## src/ipd_pkg.sv

```systemverilog
package ipd_pkg;

  localparam int HdrLen = 5;
  localparam int MaxLenW = 11;
  localparam int LenAccW = 12;
  localparam logic [MaxLenW-1:0] MaxLenReset = 11'd255;
  localparam logic [7:0] LinkSat = 8'd255;
  localparam logic [LenAccW-1:0] LenSat = 12'd4095;
  localparam int QueueDepth = 2;

  localparam logic [7:0] ChPlus = 8'h2B;
  localparam logic [7:0] ChComma = 8'h2C;
  localparam logic [7:0] ChColon = 8'h3A;
  localparam logic [7:0] ChZero = 8'h30;
  localparam logic [7:0] ChNine = 8'h39;

  localparam logic KindData = 1'b0;
  localparam logic KindReject = 1'b1;

  localparam logic CfgIdxMaxLen = 1'b0;

  typedef enum logic [3:0] {
    PH_HUNT = 4'b0001,
    PH_LINK = 4'b0010,
    PH_LEN  = 4'b0100,
    PH_DATA = 4'b1000
  } ipd_phase_t;

  typedef struct packed {
    logic       kind;
    logic [7:0] data;
    logic [7:0] link;
    logic       last;
  } ipd_evt_t;

  typedef struct packed {
    logic full;
    logic empty;
  } ipd_q_stat_t;

  function automatic logic [7:0] hdr_char(input logic [2:0] idx);
    logic [7:0] c;
    unique case (idx)
      3'd0: c = 8'h2B;
      3'd1: c = 8'h49;
      3'd2: c = 8'h50;
      3'd3: c = 8'h44;
      3'd4: c = 8'h2C;
      default: c = 8'h00;
    endcase
    return c;
  endfunction

endpackage

```

## src/ipd_front.sv

```systemverilog
module ipd_front
  import ipd_pkg::*;
#(
  parameter int MAX_LEN_W = MaxLenW
) (
  input  logic                 clk,
  input  logic                 rst_n,
  input  logic                 take,
  input  logic [7:0]           rx_byte,
  input  logic [MAX_LEN_W-1:0] max_len,
  output logic                 evt_valid,
  output ipd_evt_t             evt
);

  ipd_phase_t           phase_r, phase_nxt;
  logic [2:0]           match_r, match_nxt;
  logic [7:0]           link_r, link_nxt;
  logic [LenAccW-1:0]   len_r, len_nxt;
  logic                 seen_r, seen_nxt;
  logic [MAX_LEN_W-1:0] left_r, left_nxt;

  logic                 is_digit;
  logic                 is_plus;
  logic [11:0]          link_mac;
  logic [15:0]          len_mac;
  logic [MAX_LEN_W-1:0] left_dec;
  logic                 len_bad;

  assign is_digit = (rx_byte >= ChZero) && (rx_byte <= ChNine);
  assign is_plus  = (rx_byte == ChPlus);
  assign link_mac = ({4'b0, link_r} << 3) + ({4'b0, link_r} << 1) + {8'b0, rx_byte[3:0]};
  assign len_mac  = ({4'b0, len_r} << 3) + ({4'b0, len_r} << 1) + {12'b0, rx_byte[3:0]};
  assign left_dec = left_r - 1'b1;
  assign len_bad  = (len_r == '0) || (len_r > LenAccW'(max_len));

  always_comb begin
    phase_nxt = phase_r;
    match_nxt = match_r;
    link_nxt  = link_r;
    len_nxt   = len_r;
    seen_nxt  = seen_r;
    left_nxt  = left_r;
    evt_valid = 1'b0;
    evt.kind  = KindData;
    evt.data  = rx_byte;
    evt.link  = link_r;
    evt.last  = 1'b0;
    if (take) begin
      unique case (phase_r)
        PH_HUNT: begin
          if ((32'(match_r) < HdrLen) && (rx_byte == hdr_char(match_r))) begin
            if (32'(match_r) == HdrLen - 1) begin
              phase_nxt = PH_LINK;
              match_nxt = '0;
              link_nxt  = '0;
              len_nxt   = '0;
              seen_nxt  = 1'b0;
            end else begin
              match_nxt = match_r + 3'd1;
            end
          end else begin
            match_nxt = {2'b0, is_plus};
          end
        end
        PH_LINK: begin
          if (is_digit) begin
            link_nxt = (link_mac > {4'b0, LinkSat}) ? LinkSat : link_mac[7:0];
            seen_nxt = 1'b1;
          end else if ((rx_byte == ChComma) && seen_r) begin
            phase_nxt = PH_LEN;
            seen_nxt  = 1'b0;
            len_nxt   = '0;
          end else begin
            phase_nxt = PH_HUNT;
            match_nxt = {2'b0, is_plus};
            link_nxt  = '0;
            len_nxt   = '0;
            seen_nxt  = 1'b0;
            left_nxt  = '0;
          end
        end
        PH_LEN: begin
          if (is_digit) begin
            len_nxt  = (len_mac > {4'b0, LenSat}) ? LenSat : len_mac[LenAccW-1:0];
            seen_nxt = 1'b1;
          end else if ((rx_byte == ChColon) && seen_r && !len_bad) begin
            phase_nxt = PH_DATA;
            left_nxt  = len_r[MAX_LEN_W-1:0];
            seen_nxt  = 1'b0;
          end else begin
            if ((rx_byte == ChColon) && seen_r) begin
              evt_valid = 1'b1;
              evt.kind  = KindReject;
              evt.last  = 1'b1;
            end
            phase_nxt = PH_HUNT;
            match_nxt = (rx_byte == ChColon) ? 3'd0 : {2'b0, is_plus};
            link_nxt  = '0;
            len_nxt   = '0;
            seen_nxt  = 1'b0;
            left_nxt  = '0;
          end
        end
        PH_DATA: begin
          if (left_r != '0) begin
            evt_valid = 1'b1;
            evt.last  = (left_dec == '0);
            left_nxt  = left_dec;
          end
          if ((left_r == '0) || (left_dec == '0)) begin
            phase_nxt = PH_HUNT;
            match_nxt = '0;
            link_nxt  = '0;
            len_nxt   = '0;
            seen_nxt  = 1'b0;
            left_nxt  = '0;
          end
        end
        default: phase_nxt = PH_HUNT;
      endcase
    end
  end

  always_ff @(posedge clk) begin
    if (!rst_n) begin
      phase_r <= PH_HUNT;
      match_r <= '0;
      link_r  <= '0;
      len_r   <= '0;
      seen_r  <= 1'b0;
      left_r  <= '0;
    end else begin
      phase_r <= phase_nxt;
      match_r <= match_nxt;
      link_r  <= link_nxt;
      len_r   <= len_nxt;
      seen_r  <= seen_nxt;
      left_r  <= left_nxt;
    end
  end

endmodule

```

## src/ipd_queue.sv

```systemverilog
module ipd_queue
  import ipd_pkg::*;
#(
  parameter int DEPTH = QueueDepth
) (
  input  logic        clk,
  input  logic        rst_n,
  input  logic        push,
  input  ipd_evt_t    push_evt,
  input  logic        pop,
  output ipd_evt_t    head_evt,
  output ipd_q_stat_t stat
);

  localparam int AW = (DEPTH > 1) ? $clog2(DEPTH) : 1;

  ipd_evt_t        mem_r [DEPTH];
  logic [AW-1:0]   wr_r, wr_nxt;
  logic [AW-1:0]   rd_r, rd_nxt;
  logic [AW:0]     cnt_r, cnt_nxt;
  logic            do_push;
  logic            do_pop;

  assign stat.full  = (cnt_r == (AW+1)'(DEPTH));
  assign stat.empty = (cnt_r == '0);
  assign do_push    = push && !stat.full;
  assign do_pop     = pop && !stat.empty;
  assign head_evt   = mem_r[rd_r];

  always_comb begin
    wr_nxt  = wr_r;
    rd_nxt  = rd_r;
    cnt_nxt = cnt_r;
    if (do_push) begin
      wr_nxt = (wr_r == AW'(DEPTH - 1)) ? '0 : wr_r + 1'b1;
    end
    if (do_pop) begin
      rd_nxt = (rd_r == AW'(DEPTH - 1)) ? '0 : rd_r + 1'b1;
    end
    if (do_push && !do_pop) begin
      cnt_nxt = cnt_r + 1'b1;
    end else if (do_pop && !do_push) begin
      cnt_nxt = cnt_r - 1'b1;
    end
  end

  always_ff @(posedge clk) begin
    if (do_push) begin
      mem_r[wr_r] <= push_evt;
    end
  end

  always_ff @(posedge clk) begin
    if (!rst_n) begin
      wr_r  <= '0;
      rd_r  <= '0;
      cnt_r <= '0;
    end else begin
      wr_r  <= wr_nxt;
      rd_r  <= rd_nxt;
      cnt_r <= cnt_nxt;
    end
  end

endmodule

```

## src/ipd_back.sv

```systemverilog
module ipd_back
  import ipd_pkg::*;
(
  input  logic        clk,
  input  logic        rst_n,
  input  ipd_q_stat_t q_stat,
  input  ipd_evt_t    head_evt,
  output logic        pop,
  output logic        out_valid,
  input  logic        out_ready,
  output logic        out_kind,
  output logic [7:0]  out_payload_byte,
  output logic [7:0]  out_link_number,
  output logic        out_is_last
);

  logic       valid_r, valid_nxt;
  logic       kind_r;
  logic [7:0] byte_r;
  logic [7:0] link_r;
  logic       last_r;
  logic       load;

  assign load      = !q_stat.empty && (!valid_r || out_ready);
  assign pop       = load;
  assign valid_nxt = load ? 1'b1 : (out_ready ? 1'b0 : valid_r);

  always_ff @(posedge clk) begin
    if (!rst_n) begin
      valid_r <= 1'b0;
    end else begin
      valid_r <= valid_nxt;
    end
  end

  always_ff @(posedge clk) begin
    if (load) begin
      kind_r <= head_evt.kind;
      byte_r <= (head_evt.kind == KindReject) ? 8'h00 : head_evt.data;
      link_r <= head_evt.link;
      last_r <= head_evt.last;
    end
  end

  assign out_valid        = valid_r;
  assign out_kind         = kind_r;
  assign out_payload_byte = byte_r;
  assign out_link_number  = link_r;
  assign out_is_last      = last_r;

endmodule

```

## src/ipd_payload_deframer_unit.sv

```systemverilog
// channel | direction | ports                                   | accepted when
// input   | in        | in_valid, in_ready, in_rx_byte          | in_valid && in_ready
// result  | out       | out_valid, out_ready, out_kind,          | out_valid && out_ready
//         |           | out_payload_byte, out_link_number,      |
//         |           | out_is_last                             |
// config  | in        | psel, penable, pwrite, paddr, pwdata,   | psel && penable && pwrite
//         |           | prdata, pready                          |
//
// One byte per cycle while in_ready is set; the parser state updates in the cycle the byte is taken.
// out_valid rises once a byte that yields an item has passed through the queue and then
// the output register, which presents the item.
// Reset is synchronous and clears parser, queue pointers and output valid; max length resets to 255.
// in_ready drops only when the two-entry queue is full, i.e. after out_ready stays low.
module ipd_payload_deframer_unit
  import ipd_pkg::*;
#(
  parameter int MAX_LEN_W = MaxLenW,
  parameter int Q_DEPTH   = QueueDepth
) (
  input  logic        clk,
  input  logic        rst_n,
  input  logic        in_valid,
  output logic        in_ready,
  input  logic [7:0]  in_rx_byte,
  output logic        out_valid,
  input  logic        out_ready,
  output logic        out_kind,
  output logic [7:0]  out_payload_byte,
  output logic [7:0]  out_link_number,
  output logic        out_is_last,
  input  logic        psel,
  input  logic        penable,
  input  logic        pwrite,
  input  logic [2:0]  paddr,
  input  logic [31:0] pwdata,
  output logic [31:0] prdata,
  output logic        pready
);

  logic [MAX_LEN_W-1:0] max_len_r;
  logic                 cfg_wr;
  logic                 take;
  logic                 evt_valid;
  ipd_evt_t             evt;
  ipd_evt_t             head_evt;
  ipd_q_stat_t          q_stat;
  logic                 pop;

  assign pready = 1'b1;
  assign cfg_wr = psel && penable && pwrite && pready;
  assign prdata = (paddr[2] == CfgIdxMaxLen) ? 32'(max_len_r) : 32'h0;

  always_ff @(posedge clk) begin
    if (!rst_n) begin
      max_len_r <= MAX_LEN_W'(MaxLenReset);
    end else if (cfg_wr && (paddr[2] == CfgIdxMaxLen)) begin
      max_len_r <= pwdata[MAX_LEN_W-1:0];
    end
  end

  assign in_ready = !q_stat.full;
  assign take     = in_valid && in_ready;

  ipd_front #(.MAX_LEN_W(MAX_LEN_W)) u_front (
    .clk       (clk),
    .rst_n     (rst_n),
    .take      (take),
    .rx_byte   (in_rx_byte),
    .max_len   (max_len_r),
    .evt_valid (evt_valid),
    .evt       (evt)
  );

  ipd_queue #(.DEPTH(Q_DEPTH)) u_queue (
    .clk      (clk),
    .rst_n    (rst_n),
    .push     (evt_valid),
    .push_evt (evt),
    .pop      (pop),
    .head_evt (head_evt),
    .stat     (q_stat)
  );

  ipd_back u_back (
    .clk              (clk),
    .rst_n            (rst_n),
    .q_stat           (q_stat),
    .head_evt         (head_evt),
    .pop              (pop),
    .out_valid        (out_valid),
    .out_ready        (out_ready),
    .out_kind         (out_kind),
    .out_payload_byte (out_payload_byte),
    .out_link_number  (out_link_number),
    .out_is_last      (out_is_last)
  );

  a_evt_from_take: assert property (@(posedge clk) disable iff (!rst_n)
    evt_valid |-> take)
    else $error("result produced without an accepted item");

  a_reset_idle: assert property (@(posedge clk)
    !rst_n |=> !out_valid)
    else $error("output valid after reset");

  a_reject_form: assert property (@(posedge clk) disable iff (!rst_n)
    (out_valid && (out_kind == KindReject)) |-> ((out_payload_byte == 8'h00) && out_is_last))
    else $error("malformed reject item");

  a_cfg_write: assert property (@(posedge clk) disable iff (!rst_n)
    (cfg_wr && (paddr[2] == CfgIdxMaxLen)) |=> (max_len_r == $past(pwdata[MAX_LEN_W-1:0])))
    else $error("max length write lost");

endmodule

```

## config.mk

```make
export PLATFORM = sky130hd
export DESIGN_NAME = ipd_payload_deframer_unit
export DESIGN_NICKNAME = d
export VERILOG_FILES = /design/src/ipd_pkg.sv /design/src/ipd_front.sv /design/src/ipd_queue.sv /design/src/ipd_back.sv /design/src/ipd_payload_deframer_unit.sv
export SDC_FILE = /design/constraint.sdc
export NUM_CORES = 1
export LEC_CHECK = 0
export ABC_AREA = 1
export BUFFER_PORTS_ARGS = -buffer_cell sky130_fd_sc_hd__buf_2
export CELL_PAD_IN_SITES_DETAIL_PLACEMENT = 0
export CELL_PAD_IN_SITES_GLOBAL_PLACEMENT = 1
export CORE_MARGIN = 8
export CORE_UTILIZATION = 35
export CTS_CLUSTER_DIAMETER = 150
export DETAILED_ROUTE_END_ITERATION = 8
export GPL_ROUTABILITY_DRIVEN = 0
export GPL_TIMING_DRIVEN = 0
export PLACE_DENSITY_LB_ADDON = 0.1
export REMOVE_ABC_BUFFERS = 1
export SLEW_MARGIN = 40
export SYNTH_ARGS = -nofsm -noshare
export SYNTH_HDL_FRONTEND = slang
export SYNTH_SLANG_ARGS = --single-unit
```

## constraint.sdc

```tcl
create_clock -name clk -period 5.2 [get_ports clk]
set_input_delay 1.04 -clock clk [delete_from_list [all_inputs] [get_ports clk]]
set_output_delay 1.04 -clock clk [all_outputs]
set_load 0.02 [all_outputs]
```

==> impl_metrics.tcl, run 1 <==
set metrics [dict create \
    outcome "finished clean" \
    power_density_nw_per_um2 329 \
    switching_share 0.372 \
    layout-drive-gt1-share 0.131 \
    start_util 0.357 \
    n_fill_cell 2206 \
    synth_cell_types 45 \
    ios 103 \
    ys_ff_latch 110 \
    synth_edf_count 54 \
    r2r_cells 14 \
    numPortBuffers 57 \
    r2r-end "u_front.len_r[10]" \
    setup_viol 0 \
    maxCapViolCount 0 \
    cts.sinks 110 \
    root_buffer "clkbuf_16" \
    yosysTopAreaCell "edfxtp_1" \
    hold_violations 0 \
    drt_wl_total_um 17700 \
    fin_setup_tns_ns 0 \
    grt_max_degree 35 \
    initialDrtViolationCount 210 \
    yosysSeqAreaShare 0.378 \
    viasPerCell 4.58 \
    wl_per_cell_um 13.8 \
    layout_min_cycle_time_ns 3.62 \
    ys_top_cells_by_area "edfxtp_1 22%, dfxtp_1 15%, nand2_1 12%, ha_1 9.8%, nor2_1 6.8%" \
    start_kind "input port" \
    slew_viol_final 0 \
    holdPathStages 1 \
    max_freq_mhz 276 \
    skew_ns 0.0153 \
    die_x_um 160 \
    clk_path_buf_depth 2 \
    grt_use_met2 0.240 \
    path_common_cell "nand3_1" \
    required_ns 5.43 \
    antenna_found_initial 0 \
    power.internal_mw 1.67 \
    multi_input_area_um2 3860 \
    placementRows 52 \
    hold_buffers 0 \
    rsz0062_at_grt "false" \
    ant_nets 0 \
    reg2reg_slack_ns 1.91 \
    top_usage_layer "met2" \
    synth_cells 961 \
    crit_path_max_fanout 12 \
    critPathSlowestCell "fa_1" \
    grt_first_pass_wirelength_um 30100 \
    vias 5876 \
    synth_top_area_share 0.224 \
    drc 0 \
    p_leak_nw 3.94 \
    worst_skew_pair.late_latency_ns 0.36 \
    die_area_um2 25600 \
    vdd_drop_max_v 0.000161 \
    ff_latch_area_um2 2740 \
    grt_pass1_vias 5796 \
    clk_pin_slew_worst_paths_ns 0.08 \
    dpl.hpwl_um 13600 \
    slowest_delay_ns 0.46 \
    arrival_ns 3.85 \
    grt_overflow 0 \
    cts_tree "done" \
    worstPathCellList "buf_2, ha_1, ha_1, fa_1, nand3_1, nand3_1, nand3_1, nand3_1, nand2_1, nand2_1, nor2_2, nand3_1, nand3_1, nor2_1, nor2_1, nor2_1" \
    synthToLayoutAreaGrowth_pct 11.2 \
    comb_power_share 0.305 \
    nets 1118 \
    core_area_um2 20300 \
    cts-buffers-inserted 9 \
    cts_setup_buffers 0 \
    die_height_um 160 \
    async_reset_ff_frac 0 \
    crit_path_end_kind "register" \
    slew_headroom 0.480 \
    min-delay-start "u_queue.rd_r" \
    hold_slack_ns 0.443 \
    worstMarginPinSlew_ns 0.777 \
    grtUsageMet1 0.185 \
    track_usage 0.142 \
    post-route-period-util 0.697 \
    yosys_warnings 0 \
    diodes 0 \
    syn_area_um2 7250 \
    cts-resized-gates 0 \
    worstReg2RegStart "u_front.len_r[2]" \
    p_sw_mw 0.988 \
    first_pass_iters 4 \
    htreeDepth 3 \
    p_clk_frac 0.271 \
    path_class "input port to register" \
    min_path_type "register to register" \
    use_met3 0.0239 \
    p_seq_frac 0.424 \
    avgSynthCellArea_um2 7.55 \
    synth_flop_cell "dfxtp_1" \
]
==> cell usage after synthesis, types with 2 or more instances <==
cell and count:
buf_4 22, fa_1 4, inv_2 13, dfxtp_1 56, buf_2 6, nor3_1 7
nor2_2 4, a21oi_2 2, edfxtp_1 54, xor2_1 10, nand4_1 8, nand2_1 236
mux2_2 17, o31ai_1 3, o21ai_0 16, nor3b_1 2, buf_6 3, clkinv_1 2
o211ai_1 10, inv_1 113, clkbuf_1 13, nand3_2 2, nand3_1 73, ha_1 57
a21oi_1 50, nand2_2 3, nor4_1 4, o21a_1 2, xnor2_1 8, nand3b_1 3
conb_1 2, o21ai_1 12, nor2_1 132
==> layout by cell type, fill, tap and decap left out, types with 3 or more instances in the layout <==
master | Yosys | layout
a21oi_1 | 50 | 49
buf_2 | 6 | 57
clkbuf_16 | 0 | 9
conb_1 | 2 | 22
dfxtp_1 | 56 | 55
edfxtp_1 | 54 | 54
fa_1 | 4 | 4
ha_1 | 57 | 57
inv_1 | 113 | 113
inv_2 | 13 | 13
mux2_2 | 17 | 17
nand2_1 | 236 | 236
nand2_2 | 3 | 3
nand3_1 | 73 | 73
nand3b_1 | 3 | 3
nand4_1 | 8 | 8
nor2_1 | 132 | 126
nor2_2 | 4 | 7
nor2_4 | 0 | 3
nor3_1 | 7 | 7
nor4_1 | 4 | 4
o211ai_1 | 10 | 10
o21ai_0 | 16 | 16
o21ai_1 | 12 | 12
o31ai_1 | 3 | 3
xnor2_1 | 8 | 8
xor2_1 | 10 | 10
==> state kept, by name (all words and copies together) (netlist names), named ones only <==
signal,cells
u_queue.cnt_r,2
u_back.out_link_number,8
u_front.len_r,12
u_back.out_is_last,1
u_front.seen_r,1
u_front.link_r,8
u_front.phase_r,4
u_front.left_r,11
u_back.out_kind,1
u_queue.mem_r,36
u_queue.wr_r,1
u_back.out_valid,1
u_back.out_payload_byte,8
u_queue.rd_r,1
max_len_r,11
u_front.match_r,3
==> power by group through the flow <==
stage          combinational (mW)  sequential (mW)  clock, mW
3_5_place_dp                0.822             1.15          0
3_3_place_gp                0.799             1.15          0
5_1_grt                     0.917             1.14      0.785
4_1_cts                     0.826             1.13      0.750
2_1_floorplan               0.486             1.23          0
6_report                    0.811             1.13      0.720
==> logic make-up (layout without fill, tap and decap cells) <==
family          count (synthesis)  in the layout  synth area share
compound gates                 96             96            0.0728
xor+xnor                       18             18            0.0217
fa+ha+maj                      61             61             0.109
buf+inv                       173            204             0.105
flops                         110            110             0.378
mux                            17             17            0.0264
other cells                     2             22           0.00104
simple gates                  484            484             0.285
==> worst max path at each step <==
stage / start / end / cells past startpoint / slack (ns)
final: in_rx_byte[2] / u_front.len_r[10] / 16 / 1.58
after global routing: in_rx_byte[3] / u_front.len_r[5] / 15 / 1.35
after CTS: in_rx_byte[3] / u_front.len_r[10] / 15 / 1.27
after detailed placement: in_rx_byte[3] / u_front.len_r[10] / 15 / 0.90
after global placement: in_rx_byte[3] / u_queue.mem_r[1][8] / 9 / 0.65
after floorplan: in_rx_byte[3] / u_front.len_r[0] / 14 / 1.77
==> per-layer routing <==
metal  wire length (um)  up-vias  part of all wire
met3                629        6             0.036
met4                104        0            0.0059
met2               8230       77              0.47
met5                  0        -                 0
met1               8690     2629              0.49
li1                   -     3164                 -
==> cell type report <==
cell class	instances	area share
timing repair buffer	60	0.0405
clock inverter	7	0.0110
sequential	110	0.340
tap	270	0.0419
multi-input combinational	698	0.479
inverter	128	0.0597
clock buffer	9	0.0279
==> stage by stage <==
stage / total power [mW] / util / worst slack (ns) / std cells / area (um2)
after floorplan: 1.72 / - / 1.77 / 936 / 7050
after global placement: 1.95 / 0.378 / 0.652 / 1263 / 7670
after detailed placement: 1.97 / 0.382 / 0.904 / 1266 / 7750
after CTS: 2.70 / 0.397 / 1.27 / 1282 / 8070
after global routing: 2.84 / 0.397 / 1.35 / 1282 / 8070
final: 2.66 / 0.397 / 1.58 / 1282 / 8070
==> worst max-delay path, delay by kind of cell <==
kind	cells	cell delay (ns)
and+or+nand+nor	12	1.53
adders and majority gates	3	1.03
buffers and inverters	1	0.23
No activity file was read; power rests on OpenSTA's default activity.
==> run 2: changes to the inputs <==
- clock period: 5.2 -> 3.4 ns (I/O delays scaled with it)
==> run 2 against run 1 <==
Against the previous run:
- non-clock buffer count did not move
- utilization rose by 0.092 points
- via count rose by 0.63%
- sequential share of layout area fell by 0.079 points
- critical path depth fell by 2
- combinational power rose by 53%
- clock power rose by 54%
- total power rose by 53%
- cell count barely moved
- final area rose by 0.23%
- clock skew fell by 0.0013 ns
- register-to-register slack got worse by 1.7 ns
- largest cell class unchanged
==> impl_metrics.tcl, run 2 (synthesis results as in run 1) <==
set metrics [dict create \
    outcome "finished clean" \
    placementRows 52 \
    grt_pass1_vias 5796 \
    post-route-period-util 0.924 \
    p_sw_mw 1.52 \
    top_regs "u_queue.mem_r: 36 flops, u_front.len_r: 12 flops" \
    start_kind "register" \
    wl_per_cell_um 14.0 \
    clk_path_buf_depth 2 \
    die_area_um2 25600 \
    p_leak_nw 3.95 \
    cts-buffers-inserted 9 \
    first_pass_iters 5 \
    cts.sinks 110 \
    root_buffer "clkbuf_16" \
    required_ns 3.63 \
    clk_pin_slew_worst_paths_ns 0.08 \
    drc 0 \
    worstMarginPinSlew_ns 0.785 \
    p_clk_frac 0.272 \
    power_density_nw_per_um2 503 \
    numPortBuffers 57 \
    grt_overflow 0 \
    cts_setup_buffers 0 \
    largest-register "u_queue.mem_r" \
    drt_wl_total_um 18000 \
    htreeDepth 3 \
    n_fill_cell 2207 \
    switching_share 0.373 \
    rsz0062_at_grt "false" \
    cts_tree "done" \
    max_freq_mhz 318 \
    slew_headroom 0.475 \
    worst_skew_pair.late_latency_ns 0.36 \
    nets 1119 \
    diodes 0 \
    grt_first_pass_wirelength_um 30100 \
    setup_viol 0 \
    layout-drive-gt1-share 0.134 \
    start_util 0.357 \
    track_usage 0.142 \
    dpl.hpwl_um 13600 \
    hold_violations 0 \
    vias 5913 \
    hold_buffers 0 \
    arrival_ns 3.37 \
    path_class "register to register" \
    synthToLayoutAreaGrowth_pct 11.5 \
    largest_reg_flops 36 \
    crit_path_max_fanout 12 \
    final_common_cell "nand2_1" \
    vdd_drop_max_v 0.000249 \
    place_area_um2 7750 \
    hold_slack_ns 0.443 \
    ant_nets 0 \
    die_height_um 160 \
    layout_min_cycle_time_ns 3.14 \
    power.internal_mw 2.55 \
    min_path_type "register to register" \
    stdcell_area_um2 8090 \
    p_seq_frac 0.423 \
    core_area_um2 20300 \
    antenna_found_initial 0 \
    maxCapViolCount 0 \
    p_total_mw 4.07 \
    viasPerCell 4.61 \
    slew_viol_final 0 \
    initialDrtViolationCount 216 \
    skew_ns 0.0140 \
    comb_power_share 0.306 \
    grt_max_degree 35 \
    crit_path_end_kind "register" \
    ios 103 \
    final_cell_mix "236 x nand2_1, 126 x nor2_1, 113 x inv_1, 73 x nand3_1" \
    die_x_um 160 \
]
run 2: changes by cell type in the layout (fill, tap and decap cells not counted), sizes merged:
cell,delta
nor2,+1
run 2: worst paths after layout:
kind	from	end	slack (ns)	cells past startpoint
setup / recovery	u_front.len_r[2]	u_front.len_r[10]	0.26	14
setup reg to reg	u_front.len_r[2]	u_front.len_r[10]	0.26	14
hold reg to reg	u_queue.rd_r	register	0.44	1
hold / removal	u_queue.rd_r	register	0.44	1
run 2: power groups by stage:
| stage | Clock, mW | Sequential (mW) | Combinational, mW |
|---|---|---|---|
| floorplan | 0 | 1.88 | 0.743 |
| global placement | 0 | 1.76 | 1.22 |
| detailed placement | 0 | 1.76 | 1.26 |
| CTS | 1.15 | 1.73 | 1.26 |
| global route | 1.20 | 1.74 | 1.41 |
| finish | 1.11 | 1.72 | 1.24 |
run 2: layer usage:
metal | part of all wire | track usage | routed length (um)
met1 | 0.50 | 0.185 | 9040
met2 | 0.46 | 0.240 | 8300
met3 | 0.024 | 0.0239 | 440
met4 | 0.011 | 0.0370 | 196
met5 | 0 | 0 | 0
run 2: layout make-up:
cell class / instances / area, um2 / share of cell area
Multi-Input combinational cell: 699 / 3880 / 0.480
Clock buffer: 9 / 225 / 0.0278
Clock inverter: 7 / 88.8 / 0.0110
Tap cell: 270 / 338 / 0.0418
Sequential cell: 110 / 2740 / 0.339
Inverter: 128 / 482 / 0.0596
Timing Repair Buffer: 60 / 327 / 0.0404
run 2: critical path, stage by stage (launching register included):
cell,delay (ns)
dfxtp_1,0.57
fa_1,0.54
fa_1,0.51
nand3_1,0.11
nand3_1,0.18
nand3_1,0.15
nand3_1,0.08
nand2_1,0.06
nand2_1,0.08
nor2_4,0.30
nand3_1,0.14
nand3_1,0.11
nor2_1,0.04
nor2_1,0.09
nor2_1,0.04
run 2: through the flow:
stage,TNS [ns],cells,utilization,worst slack [ns]
floorplan,0,936,-,0.332
finish,0,1283,0.398,0.260
global placement,-40.65,1263,0.378,-0.788
global route,0,1283,0.398,0.0409
CTS,0,1282,0.397,0.0818
detailed placement,-5.67,1266,0.382,-0.536
run 2: repair_timing:
| action | 4_1_cts | 5_1_grt |
|---|---|---|
| resized for setup | 1 | 3 |
| pin swaps | 0 | 1 |
| setup endpoints to repair | 12 | 13 |
| cloned | 0 | 1 |
| hold endpoints to repair | 0 | 0 |
